<file path="src/sv/sdadc_pkg.sv">
// Package: types and constants for the two-wire delta-sigma ADC frame controller.
`default_nettype none
package sdadc_pkg;

  localparam int SAMPLE_BITS_DEF   = 24;
  localparam int COUNTER_WIDTH_DEF = 32;

  localparam logic [1:0] CMD_TICK  = 2'd0;
  localparam logic [1:0] CMD_START = 2'd1;
  localparam logic [1:0] CMD_STOP  = 2'd2;

  localparam logic [1:0] KIND_NONE   = 2'd0;
  localparam logic [1:0] KIND_SAMPLE = 2'd1;
  localparam logic [1:0] KIND_MISSED = 2'd2;
  localparam logic [1:0] KIND_ERROR  = 2'd3;

  localparam logic [1:0] ERR_NONE     = 2'd0;
  localparam logic [1:0] ERR_TIMEOUT  = 2'd1;
  localparam logic [1:0] ERR_MISMATCH = 2'd2;

  localparam logic [2:0] REG_SETTING   = 3'd0;
  localparam logic [2:0] REG_POLL      = 3'd1;
  localparam logic [2:0] REG_PULSE     = 3'd2;
  localparam logic [2:0] REG_SYNC_POLL = 3'd3;
  localparam logic [2:0] REG_WAKE      = 3'd4;
  localparam logic [2:0] REG_TIMEOUT   = 3'd5;

  localparam logic [7:0] WRITE_CMD = 8'h65;
  localparam logic [7:0] READ_CMD  = 8'h56;

  typedef struct packed {
    logic [1:0] command;
    logic       dout_level;
  } in_beat_t;

  typedef struct packed {
    logic        sclk_level;
    logic        dout_drive;
    logic        dout_value;
    logic [1:0]  result_kind;
    logic signed [23:0] sample_value;
    logic [1:0]  error_code;
    logic        busy_res;
  } out_beat_t;

  typedef struct packed {
    logic [6:0]  adc_setting;
    logic [23:0] poll_interval;
    logic [7:0]  pulse_ticks;
    logic [15:0] sync_poll_interval;
    logic [15:0] wake_ticks;
    logic [31:0] ready_timeout;
  } cfg_regs_t;

endpackage
`default_nettype wire

</file>
<file path="src/sv/sdadc_cfg.sv">
// Configuration register file of the ADC frame controller.
`default_nettype none
module sdadc_cfg (
  input  wire logic             clk,
  input  wire logic             rst_n,
  input  wire logic             cfg_we,
  input  wire logic [2:0]       cfg_index,
  input  wire logic [31:0]      cfg_wdata,
  output sdadc_pkg::cfg_regs_t  regs
);
  import sdadc_pkg::*;

  cfg_regs_t regs_r;
  assign regs = regs_r;

  // Write one register per beat; ignore unknown indexes
  always_ff @(posedge clk) begin
    if (!rst_n) begin
      regs_r.adc_setting        <= 7'd0;
      regs_r.poll_interval      <= 24'd1000;
      regs_r.pulse_ticks        <= 8'd8;
      regs_r.sync_poll_interval <= 16'd160;
      regs_r.wake_ticks         <= 16'd320;
      regs_r.ready_timeout      <= 32'd8000000;
    end else if (cfg_we) begin
      case (cfg_index)
        REG_SETTING:   regs_r.adc_setting        <= cfg_wdata[6:0];
        REG_POLL:      regs_r.poll_interval      <= cfg_wdata[23:0];
        REG_PULSE:     regs_r.pulse_ticks        <= cfg_wdata[7:0];
        REG_SYNC_POLL: regs_r.sync_poll_interval <= cfg_wdata[15:0];
        REG_WAKE:      regs_r.wake_ticks         <= cfg_wdata[15:0];
        REG_TIMEOUT:   regs_r.ready_timeout      <= cfg_wdata[31:0];
        default: ;
      endcase
    end
  end
endmodule
`default_nettype wire

</file>
<file path="src/sv/sdadc_seq.sv">
// Tick sequencer: phase machine, pin levels and result beat for one tick.
`default_nettype none
module sdadc_seq #(
  parameter int SAMPLE_BITS   = sdadc_pkg::SAMPLE_BITS_DEF,
  parameter int COUNTER_WIDTH = sdadc_pkg::COUNTER_WIDTH_DEF
) (
  input  wire logic                 clk,
  input  wire logic                 rst_n,
  input  wire logic                 step,
  input  wire sdadc_pkg::in_beat_t  in_beat,
  input  wire sdadc_pkg::cfg_regs_t regs,
  output sdadc_pkg::out_beat_t      out_beat
);
  import sdadc_pkg::*;

  localparam int FRAME_CLKS = SAMPLE_BITS + 3;
  localparam int SET_CLKS   = FRAME_CLKS + 19;
  localparam int CW = COUNTER_WIDTH;

  typedef enum logic [3:0] {
    PH_IDLE, PH_WAKE, PH_WR_READY, PH_WR_HIGH, PH_WR_LOW,
    PH_RD_READY, PH_RD_HIGH, PH_RD_LOW, PH_POLL, PH_FR_HIGH, PH_FR_LOW,
    PH_WAIT_HIGH
  } phase_t;

  phase_t              phase_r, phase_nxt;
  logic [5:0]          bit_r, bit_nxt;
  logic [CW-1:0]       tick_r, tick_nxt;
  logic [SAMPLE_BITS-1:0] shift_r, shift_nxt;
  logic [1:0]          fstat_r, fstat_nxt;
  logic [7:0]          rdback_r, rdback_nxt;
  logic [1:0]          err_r, err_nxt;
  logic                whigh_r, whigh_nxt;

  // Limit a timing register into 1 .. counter max
  function automatic logic [CW-1:0] lim(input logic [31:0] v);
    logic [31:0] r;
    logic [31:0] cmax;
    begin
      cmax = 32'hFFFF_FFFF >> (32 - CW);
      r = (v == 32'd0) ? 32'd1 : v;
      if (r > cmax) r = cmax;
      return r[CW-1:0];
    end
  endfunction

  // Timer lengths
  logic [CW-1:0] len_wake, len_to, len_pulse, len_poll, len_sync;
  assign len_wake  = lim({16'd0, regs.wake_ticks});
  assign len_to    = lim(regs.ready_timeout);
  assign len_pulse = lim({24'd0, regs.pulse_ticks});
  assign len_poll  = lim({8'd0, regs.poll_interval});
  assign len_sync  = lim({16'd0, regs.sync_poll_interval});

  out_beat_t ob;
  phase_t    ph;
  logic [CW-1:0] tc, tinc, len;
  logic      hd, rd, dl;
  logic [5:0] bi, n;
  logic [7:0] cmdb;
  logic [SAMPLE_BITS-1:0] smp;

  always_comb begin
    ob = '0;
    dl = in_beat.dout_level;
    ph = phase_r; tc = tick_r; bi = bit_r;
    err_nxt = err_r; whigh_nxt = whigh_r;
    shift_nxt = shift_r; fstat_nxt = fstat_r; rdback_nxt = rdback_r;
    rd = 1'b0; n = 6'd0; cmdb = WRITE_CMD; smp = '0;
    // Apply command first
    if (in_beat.command == CMD_START || in_beat.command == CMD_STOP) begin
      ph = (in_beat.command == CMD_START) ? PH_WAKE : PH_IDLE;
      tc = '0; bi = 6'd0; err_nxt = ERR_NONE; whigh_nxt = 1'b0;
    end
    // Pick the timer length of this phase
    case (ph)
      PH_WAKE:                   len = len_wake;
      PH_WR_READY, PH_RD_READY:  len = len_to;
      PH_POLL:                   len = len_poll;
      PH_WAIT_HIGH:              len = len_sync;
      default:                   len = len_pulse;
    endcase
    tinc = tc + 1'b1;
    hd = (tinc >= len);
    tick_nxt = tc;
    if (ph != PH_IDLE) tick_nxt = hd ? '0 : tinc;
    phase_nxt = ph; bit_nxt = bi;
    case (ph)
      PH_WAKE: begin
        ob.busy_res = 1'b1;
        if (hd) phase_nxt = PH_WR_READY;
      end
      PH_WR_READY, PH_RD_READY: begin
        ob.busy_res = 1'b1;
        if (!dl) begin
          phase_nxt = (ph == PH_WR_READY) ? PH_WR_HIGH : PH_RD_HIGH;
          bit_nxt = 6'd1; tick_nxt = '0;
        end else if (hd) begin
          err_nxt = ERR_TIMEOUT; phase_nxt = PH_POLL;
        end
      end
      PH_WR_HIGH, PH_RD_HIGH, PH_WR_LOW, PH_RD_LOW: begin
        rd = (ph == PH_RD_HIGH) || (ph == PH_RD_LOW);
        ob.busy_res = 1'b1;
        ob.sclk_level = (ph == PH_WR_HIGH) || (ph == PH_RD_HIGH);
        cmdb = rd ? READ_CMD : WRITE_CMD;
        // Data pin drive for setting clock bi
        if (bi > 6'(FRAME_CLKS) && bi <= 6'(FRAME_CLKS + 19)) begin
          if (bi <= 6'(FRAME_CLKS + 2)) begin
            ob.dout_drive = 1'b1; ob.dout_value = 1'b1;
          end else if (bi <= 6'(FRAME_CLKS + 9)) begin
            n = 6'(FRAME_CLKS + 9) - bi;
            ob.dout_drive = 1'b1; ob.dout_value = cmdb[n[2:0]];
          end else if (bi == 6'(FRAME_CLKS + 10)) begin
            ob.dout_drive = !rd; ob.dout_value = !rd && cmdb[0];
          end else if (bi <= 6'(FRAME_CLKS + 18)) begin
            n = 6'(FRAME_CLKS + 18) - bi;
            ob.dout_drive = !rd;
            ob.dout_value = !rd && (n[2:0] != 3'd7) && regs.adc_setting[n[2:0]];
          end else begin
            ob.dout_drive = 1'b1;
            ob.dout_value = rd ? 1'b1 : regs.adc_setting[0];
          end
        end
        if (hd) begin
          if (ob.sclk_level) begin
            if (rd && bi > 6'(FRAME_CLKS + 10) && bi <= 6'(FRAME_CLKS + 18))
              rdback_nxt = {rdback_r[6:0], dl};
            phase_nxt = rd ? PH_RD_LOW : PH_WR_LOW;
          end else if (bi >= 6'(SET_CLKS)) begin
            bit_nxt = 6'd0;
            if (!rd) phase_nxt = PH_RD_READY;
            else begin
              if (rdback_r[6:0] != regs.adc_setting) err_nxt = ERR_MISMATCH;
              phase_nxt = PH_POLL;
            end
          end else begin
            bit_nxt = bi + 6'd1;
            phase_nxt = rd ? PH_RD_HIGH : PH_WR_HIGH;
          end
        end
      end
      PH_POLL: begin
        if (hd && !dl) begin
          if (err_nxt != ERR_NONE) ob.result_kind = KIND_ERROR;
          else begin
            phase_nxt = PH_FR_HIGH; bit_nxt = 6'd1;
            shift_nxt = '0; fstat_nxt = 2'd0;
          end
        end
      end
      PH_FR_HIGH: begin
        ob.busy_res = 1'b1; ob.sclk_level = 1'b1;
        if (hd) begin
          if (bi <= 6'(SAMPLE_BITS)) shift_nxt = {shift_r[SAMPLE_BITS-2:0], dl};
          else if (bi == 6'(SAMPLE_BITS + 1)) fstat_nxt = {1'b0, dl};
          else if (bi == 6'(SAMPLE_BITS + 2)) fstat_nxt = {dl, fstat_r[0]};
          phase_nxt = PH_FR_LOW;
        end
      end
      PH_FR_LOW: begin
        ob.busy_res = 1'b1;
        if (hd) begin
          if (bi >= 6'(FRAME_CLKS)) begin
            bit_nxt = 6'd0;
            if (fstat_r[1] || !dl) begin
              ob.result_kind = KIND_MISSED;
              if (!dl) begin
                whigh_nxt = 1'b1; phase_nxt = PH_WAIT_HIGH;
              end else phase_nxt = PH_POLL;
            end else begin
              smp = shift_r;
              ob.sample_value = 24'(signed'(smp));
              ob.result_kind = KIND_SAMPLE;
              phase_nxt = PH_POLL;
            end
          end else begin
            bit_nxt = bi + 6'd1;
            phase_nxt = PH_FR_HIGH;
          end
        end
      end
      PH_WAIT_HIGH: begin
        if (hd && dl) begin
          whigh_nxt = 1'b0; phase_nxt = PH_POLL;
        end
      end
      default: begin
        phase_nxt = PH_IDLE;
        ob.sclk_level = 1'b1;
      end
    endcase
    ob.error_code = err_nxt;
  end

  assign out_beat = ob;

  // Advance state on each accepted tick
  always_ff @(posedge clk) begin
    if (!rst_n) begin
      phase_r <= PH_IDLE; bit_r <= '0; tick_r <= '0; shift_r <= '0;
      fstat_r <= '0; rdback_r <= '0; err_r <= ERR_NONE; whigh_r <= 1'b0;
    end else if (step) begin
      phase_r <= phase_nxt; bit_r <= bit_nxt; tick_r <= tick_nxt;
      shift_r <= shift_nxt; fstat_r <= fstat_nxt; rdback_r <= rdback_nxt;
      err_r <= err_nxt; whigh_r <= whigh_nxt;
    end
  end

`ifndef SYNTH
  a_bit_range: assert property (@(posedge clk) disable iff (!rst_n)
    bit_r <= 6'(SET_CLKS)) else $error("bit index past setting sequence");
  a_sample_only_frame: assert property (@(posedge clk) disable iff (!rst_n)
    step && ob.result_kind == KIND_SAMPLE |-> phase_r == PH_FR_LOW)
    else $error("sample outside frame end");
  a_wait_flag: assert property (@(posedge clk) disable iff (!rst_n)
    phase_r == PH_WAIT_HIGH |-> whigh_r) else $error("wait phase without flag");
  a_drive_value: assert property (@(posedge clk) disable iff (!rst_n)
    !ob.dout_drive |-> !ob.dout_value) else $error("value while released");
`endif
endmodule
`default_nettype wire

</file>
<file path="src/sv/sigma_delta_adc_frame_controller_unit.sv">
// Top level of the two-wire delta-sigma ADC frame controller.
// Usage:
//  - in_valid/in_stall/in_data: one beat per timer tick (command, sampled
//    data pin). The tick is applied to the sequencer when accepted.
//  - out_valid/out_stall/out_data: one result beat per tick with pin levels,
//    result kind, sample, stored error and busy flag.
//  - cfg_we/cfg_index/cfg_wdata: register writes, to be made only while
//    idle; the block itself does not enforce this.
//  Throughput: one tick per cycle while the skid stage is not full; the phase
//  machine and its tick counter settle a whole tick combinationally between
//  the input and the result register. A one-entry skid stage behind the result
//  register lets the block take a tick while a finished result still waits.
//  Stall: while the skid stage is full, which only a receiver stall brings
//  about, in_stall rises and no tick is taken.
//  Reset (rst_n low, synchronous): powered-down idle, registers at default
//  values, no result pending.
`default_nettype none
module sigma_delta_adc_frame_controller_unit #(
  parameter int SAMPLE_BITS   = sdadc_pkg::SAMPLE_BITS_DEF,
  parameter int COUNTER_WIDTH = sdadc_pkg::COUNTER_WIDTH_DEF
) (
  input  wire logic                clk,
  input  wire logic                rst_n,
  input  wire logic                in_valid,
  output logic                     in_stall,
  input  wire sdadc_pkg::in_beat_t in_data,
  output logic                     out_valid,
  input  wire logic                out_stall,
  output sdadc_pkg::out_beat_t     out_data,
  input  wire logic                cfg_we,
  input  wire logic [2:0]          cfg_index,
  input  wire logic [31:0]         cfg_wdata
);
  import sdadc_pkg::*;

  cfg_regs_t regs;
  out_beat_t res;
  logic      step;

  out_beat_t main_r, skid_r;
  logic      main_v_r, skid_v_r;

  assign in_stall = skid_v_r;
  assign step     = in_valid && !in_stall;

  sdadc_cfg u_cfg (
    .clk, .rst_n, .cfg_we, .cfg_index, .cfg_wdata, .regs
  );

  sdadc_seq #(.SAMPLE_BITS(SAMPLE_BITS), .COUNTER_WIDTH(COUNTER_WIDTH)) u_seq (
    .clk, .rst_n, .step, .in_beat(in_data), .regs, .out_beat(res)
  );

  // Output register with skid entry
  always_ff @(posedge clk) begin
    if (!rst_n) begin
      main_v_r <= 1'b0; skid_v_r <= 1'b0;
    end else begin
      if (!main_v_r || !out_stall) begin
        main_v_r <= skid_v_r || step;
        skid_v_r <= 1'b0;
      end else if (step) begin
        skid_v_r <= 1'b1;
      end
    end
  end

  always_ff @(posedge clk) begin
    if (!main_v_r || !out_stall) main_r <= skid_v_r ? skid_r : res;
    else if (step) skid_r <= res;
  end

  assign out_valid = main_v_r;
  assign out_data  = main_r;

`ifndef SYNTH
  a_skid_implies_main: assert property (@(posedge clk) disable iff (!rst_n)
    skid_v_r |-> main_v_r) else $error("skid full with empty output");
  a_no_take_when_full: assert property (@(posedge clk) disable iff (!rst_n)
    skid_v_r |-> !step) else $error("tick taken with full skid");
  a_hold_stalled: assert property (@(posedge clk) disable iff (!rst_n)
    out_valid && out_stall |=> out_valid) else $error("stalled result lost");
`endif
endmodule
`default_nettype wire
</file>
<file path="config.mk">
export PLATFORM = sky130hd
export DESIGN_NAME = sigma_delta_adc_frame_controller_unit
export DESIGN_NICKNAME = d
export VERILOG_FILES = /design/src/sv/sdadc_pkg.sv /design/src/sv/sdadc_cfg.sv /design/src/sv/sdadc_seq.sv /design/src/sv/sigma_delta_adc_frame_controller_unit.sv
export SDC_FILE = /design/constraint.sdc
export NUM_CORES = 1
export LEC_CHECK = 0
export ABC_AREA = 0
export BUFFER_PORTS_ARGS = -buffer_cell sky130_fd_sc_hd__clkbuf_2
export CORE_MARGIN = 5
export CORE_UTILIZATION = 50
export CTS_BUF_LIST = sky130_fd_sc_hd__clkbuf_8
export CTS_CLUSTER_SIZE = 16
export DETAILED_ROUTE_END_ITERATION = 8
export GPL_TIMING_DRIVEN = 0
export PLACE_DENSITY = 0.81
export SLEW_MARGIN = 20
export SYNTH_ARGS = -nofsm -noshare
export SYNTH_HDL_FRONTEND = slang
export SYNTH_SLANG_ARGS = --single-unit
</file>
<file path="constraint.sdc">
create_clock -name clk -period 7 [get_ports clk]
set_clock_uncertainty 0.15 [all_clocks]
set_input_delay 0.7 -clock clk [delete_from_list [all_inputs] [get_ports clk]]
set_output_delay 0.7 -clock clk [all_outputs]
set_load 0.05 [all_outputs]
</file>
==> flow_metrics.env <==
export IMPL_run_status="finished, final reports clean"
export IMPL_post_route_worst_setup_slack_ns=0.2298
export IMPL_place_detailed_hpwl_um=27810
export IMPL_floorplan_core_area_um2=25330
export IMPL_routed_via_count=11839
export IMPL_synth_top_area_frac=0.2806
export IMPL_final_antenna_net_count=0
export IMPL_timing_startpoint_of_the_critical_path="in_data[2]"
export IMPL_setup_viol_count_final=0
export IMPL_worstSkewPairLatency_ns=0.55
export IMPL_timing_critical_path_to_type="flop"
export IMPL_synth_area_um2=12910
export IMPL_totalWireLength_um=37590
export IMPL_fp_row_count=58
export IMPL_synthesis_yosys_warnings=0
export IMPL_initial_core_util=0.5099
export IMPL_multi_input_comb_area_um2=6963
export IMPL_final_layout_size_suffix_gt1_frac=0.1325
export IMPL_global_route_usage_sum=0.2536
export IMPL_place_detailed_instances=1879
export IMPL_worst_ep_required_time_ns=7.26
export IMPL_number_of_slew_limit_violations_in_the_final_report=0
export IMPL_p_leak_nw=5.387
export IMPL_period_share=0.9672
export IMPL_synth_top_area_cell="dfxtp_1"
export IMPL_critical_path_buf_inv_count=7
export IMPL_ff2ff_setup_slack_ns=0.58
export IMPL_power_density_nw_per_um2=211.1
export IMPL_ctsHoldBuffers=0
export IMPL_layout_area_overhead_vs_synth_pct=13.66
export IMPL_asyncSetResetFlopFracSynth=0
export IMPL_layout_nets=1683
export IMPL_totalPowerFinal_mw=3.098
export IMPL_port_buffer_count=75
export IMPL_grt_setup_unrepaired="no"
export IMPL_cts_sinks=245
export IMPL_timing_worst_setup_path_type="in -> reg"
export IMPL_synth_yosys_seq_area_share=0.4294
export IMPL_hold_start="cfg_wdata[31]"
export IMPL_cts_buffer_count=43
export IMPL_synth_cell_types=71
export IMPL_class_of_the_tightest_hold_or_removal_check="in -> reg"
export IMPL_timing_worst_slew_pin_value_ns=0.9574
export IMPL_fin_util=0.5795
export IMPL_postSynthRegisterBits=245
export IMPL_die_width_um=170.7
export IMPL_die_area_um2=29140
export IMPL_grt_first_pass_wirelength_um=60100
export IMPL_num_io_pins=77
export IMPL_most_frequent_cells_after_synthesis="286 x nand2_1, 181 x dfxtp_1, 113 x a21boi_0"
export IMPL_worst_setup_hold_path_clk_slew_ns=0.06
export IMPL_synth_cells=1473
export IMPL_htree_num_levels=2
export IMPL_sequential_cell_area_um2=5545
export IMPL_hold_viol=0
export IMPL_crit_path_start_kind="input port"
export IMPL_clock_tree_root_cell="clkbuf_8"
export IMPL_antenna_cells_inserted=0
export IMPL_vdd_ir_drop_worst_v=0.0001699
export IMPL_die_ht_um=170.7
export IMPL_instances_no_fill=1960
export IMPL_post_place_ws_ns=-1.953
export IMPL_syn_mean_instance_area_um2=8.767
export IMPL_timing_max_cap_violations=0
export IMPL_netlist_top_cells_area="dfxtp_1 28%, edfxtp_1 15%, nand2_1 8.3%"
export IMPL_critPathMaxFanout=19
export IMPL_max_clock_path_buffers=3
export IMPL_gr_total_overflow=0
export IMPL_crit_slowest_cell="or4_1"
export IMPL_grt_max_degree=36
export IMPL_critPathArrivalTime_ns=7.03
export IMPL_drc_errors=0
export IMPL_fin_crit_ns=6.770
export IMPL_first_global_vias=11512
export IMPL_routed_vias_inst=6.040
export IMPL_synth_most_common_cell="nand2_1"
export IMPL_max_freq_mhz=147.7
export IMPL_max_slew_margin=0.3550
export IMPL_rr_startpoint="u_seq.phase_r[0]$_SDFFE_PN0P_"
export IMPL_gp_congestion=0.9950
export IMPL_synth_nets=1557
export IMPL_tritoncts="built"
export IMPL_critical_path_max_stage_delay_ns=0.60
export IMPL_synth_ff_type="dfxtp_1"
export IMPL_detailedRoute_firstPassIterationCount=8
export IMPL_critical_path_top_delay_family="simple AND/OR/NAND/NOR gates"
export IMPL_final_fill_count=2286
export IMPL_drt_initial_drc_count=1477
export IMPL_grt_antenna_before_repair=0
export IMPL_sequence_of_cells_on_the_critical_path="clkbuf_2, inv_1, ha_1, buf_4, buf_4, nand2_1, nor4_1, clkbuf_1, clkbuf_1, a222oi_1, a21boi_0, ha_1, nand4_1, or3_1, or4_1, a31oi_4, nor2_4, nor4b_4, clkbuf_4, and2_1, mux2_2"
export IMPL_synth_enable_flop_cells=64
export IMPL_drt_wirelength_per_cell_um=19.18
==> metal layers <==
layer / vias to the layer above / track usage / part of all wire
met3: 123 / 0.04529 / 0.086
met4: 0 / 0.09201 / 0.035
met1: 5548 / 0.3285 / 0.41
met2: 597 / 0.4264 / 0.47
li1: 5571 / - / -
met5: - / 0 / 0
==> cells by family (layout without fill, tap and decap cells) <==
| kind of cell | count (synthesis) | count (layout) | synth area share |
|---|---|---|---|
| buf+inv | 110 | 267 | 0.03420 |
| fa+ha+maj | 42 | 42 | 0.04050 |
| flops | 245 | 245 | 0.4294 |
| simple gates | 665 | 665 | 0.2488 |
| xor+xnor | 37 | 37 | 0.02509 |
| compound gates | 326 | 326 | 0.1817 |
| mux | 48 | 48 | 0.04031 |
==> where the power goes <==
group	switching [mW]	internal, mW
clock	0.596	0.736
combinational	0.192	0.0723
sequential	0.0188	1.48
==> worst reg2reg max path, stage by stage (launching register included) <==
cell,delay (ns)
dfxtp_1,0.30
clkbuf_1,0.29
clkbuf_1,0.40
nand2_1,0.19
nor4_1,0.59
clkbuf_1,0.58
clkbuf_1,0.51
a222oi_1,0.19
a21boi_0,0.17
ha_1,0.35
nand4_1,0.13
or3_1,0.36
or4_1,0.60
a31oi_4,0.31
nor2_4,0.11
nor4b_4,0.41
clkbuf_4,0.29
and2_1,0.18
mux2_2,0.17
==> what timing repair did <==
action                                  CTS  global route
buffers inserted                          1             6
endpoints found under the setup margin  132            88
gates resized for setup                   5             3
pin swaps                                 1             2
==> path summary, 6_finish.rpt <==
path / endpoint / cells after the start
hold reg to reg: u_cfg.regs[64]$_SDFFE_PN0P_ / 2
setup reg to reg: out_data[24]$_DFFE_PP_ / 18
setup / recovery: out_data[24]$_DFFE_PP_ / 21
hold / removal: u_cfg.regs[31]$_SDFFE_PN0P_ / 3
==> per-stage QoR <==
stage                     setup TNS (ns)  cell area, um^2  hold slack, ns
after global routing                   0            14680          0.2420
after detailed placement         -225.94            13730          0.3156
after CTS                              0            14620          0.2142
final                                  0            14680          0.2287
after global placement           -216.82            13700          0.3024
after floorplan                        0            12910          0.2903
==> placed cells by master (no fill, tap or decap), types with 22 or more instances in the layout <==
cell / n
a21boi_0: 113
a21oi_1: 37
a22oi_1: 35
and2_1: 37
clkbuf_1: 71
clkbuf_2: 77
clkbuf_8: 51
dfxtp_1: 181
edfxtp_1: 64
ha_1: 41
inv_1: 23
mux2_2: 32
nand2_1: 285
nand2b_1: 31
nand3_1: 72
nand4_1: 22
nor2_1: 75
nor2b_1: 36
nor4_1: 33
o21ai_0: 37
xnor2_1: 22
==> registers in the layout, summed over array words and instances (netlist names) <==
name and flops:
u_seq.rdback_r 7, u_seq.err_r 2, out_data 32, u_seq.shift_r 24
u_seq.bit_r 6, u_seq.fstat_r 1, out_valid 1, skid_r 32
in_stall 1, u_cfg.regs 103, u_seq.phase_r 4, u_seq.tick_r 32
==> final cells by class <==
type                       count  share of cell area
sequential                   245              0.3778
clock inverter                25             0.01117
inverter                      13            0.003325
timing repair buffer          83             0.03052
tap                          330             0.02813
multi-input combinational   1118              0.4744
buffer                        95             0.02685
clock buffer                  51             0.04782
No activity file was read; power rests on OpenSTA's default activity.
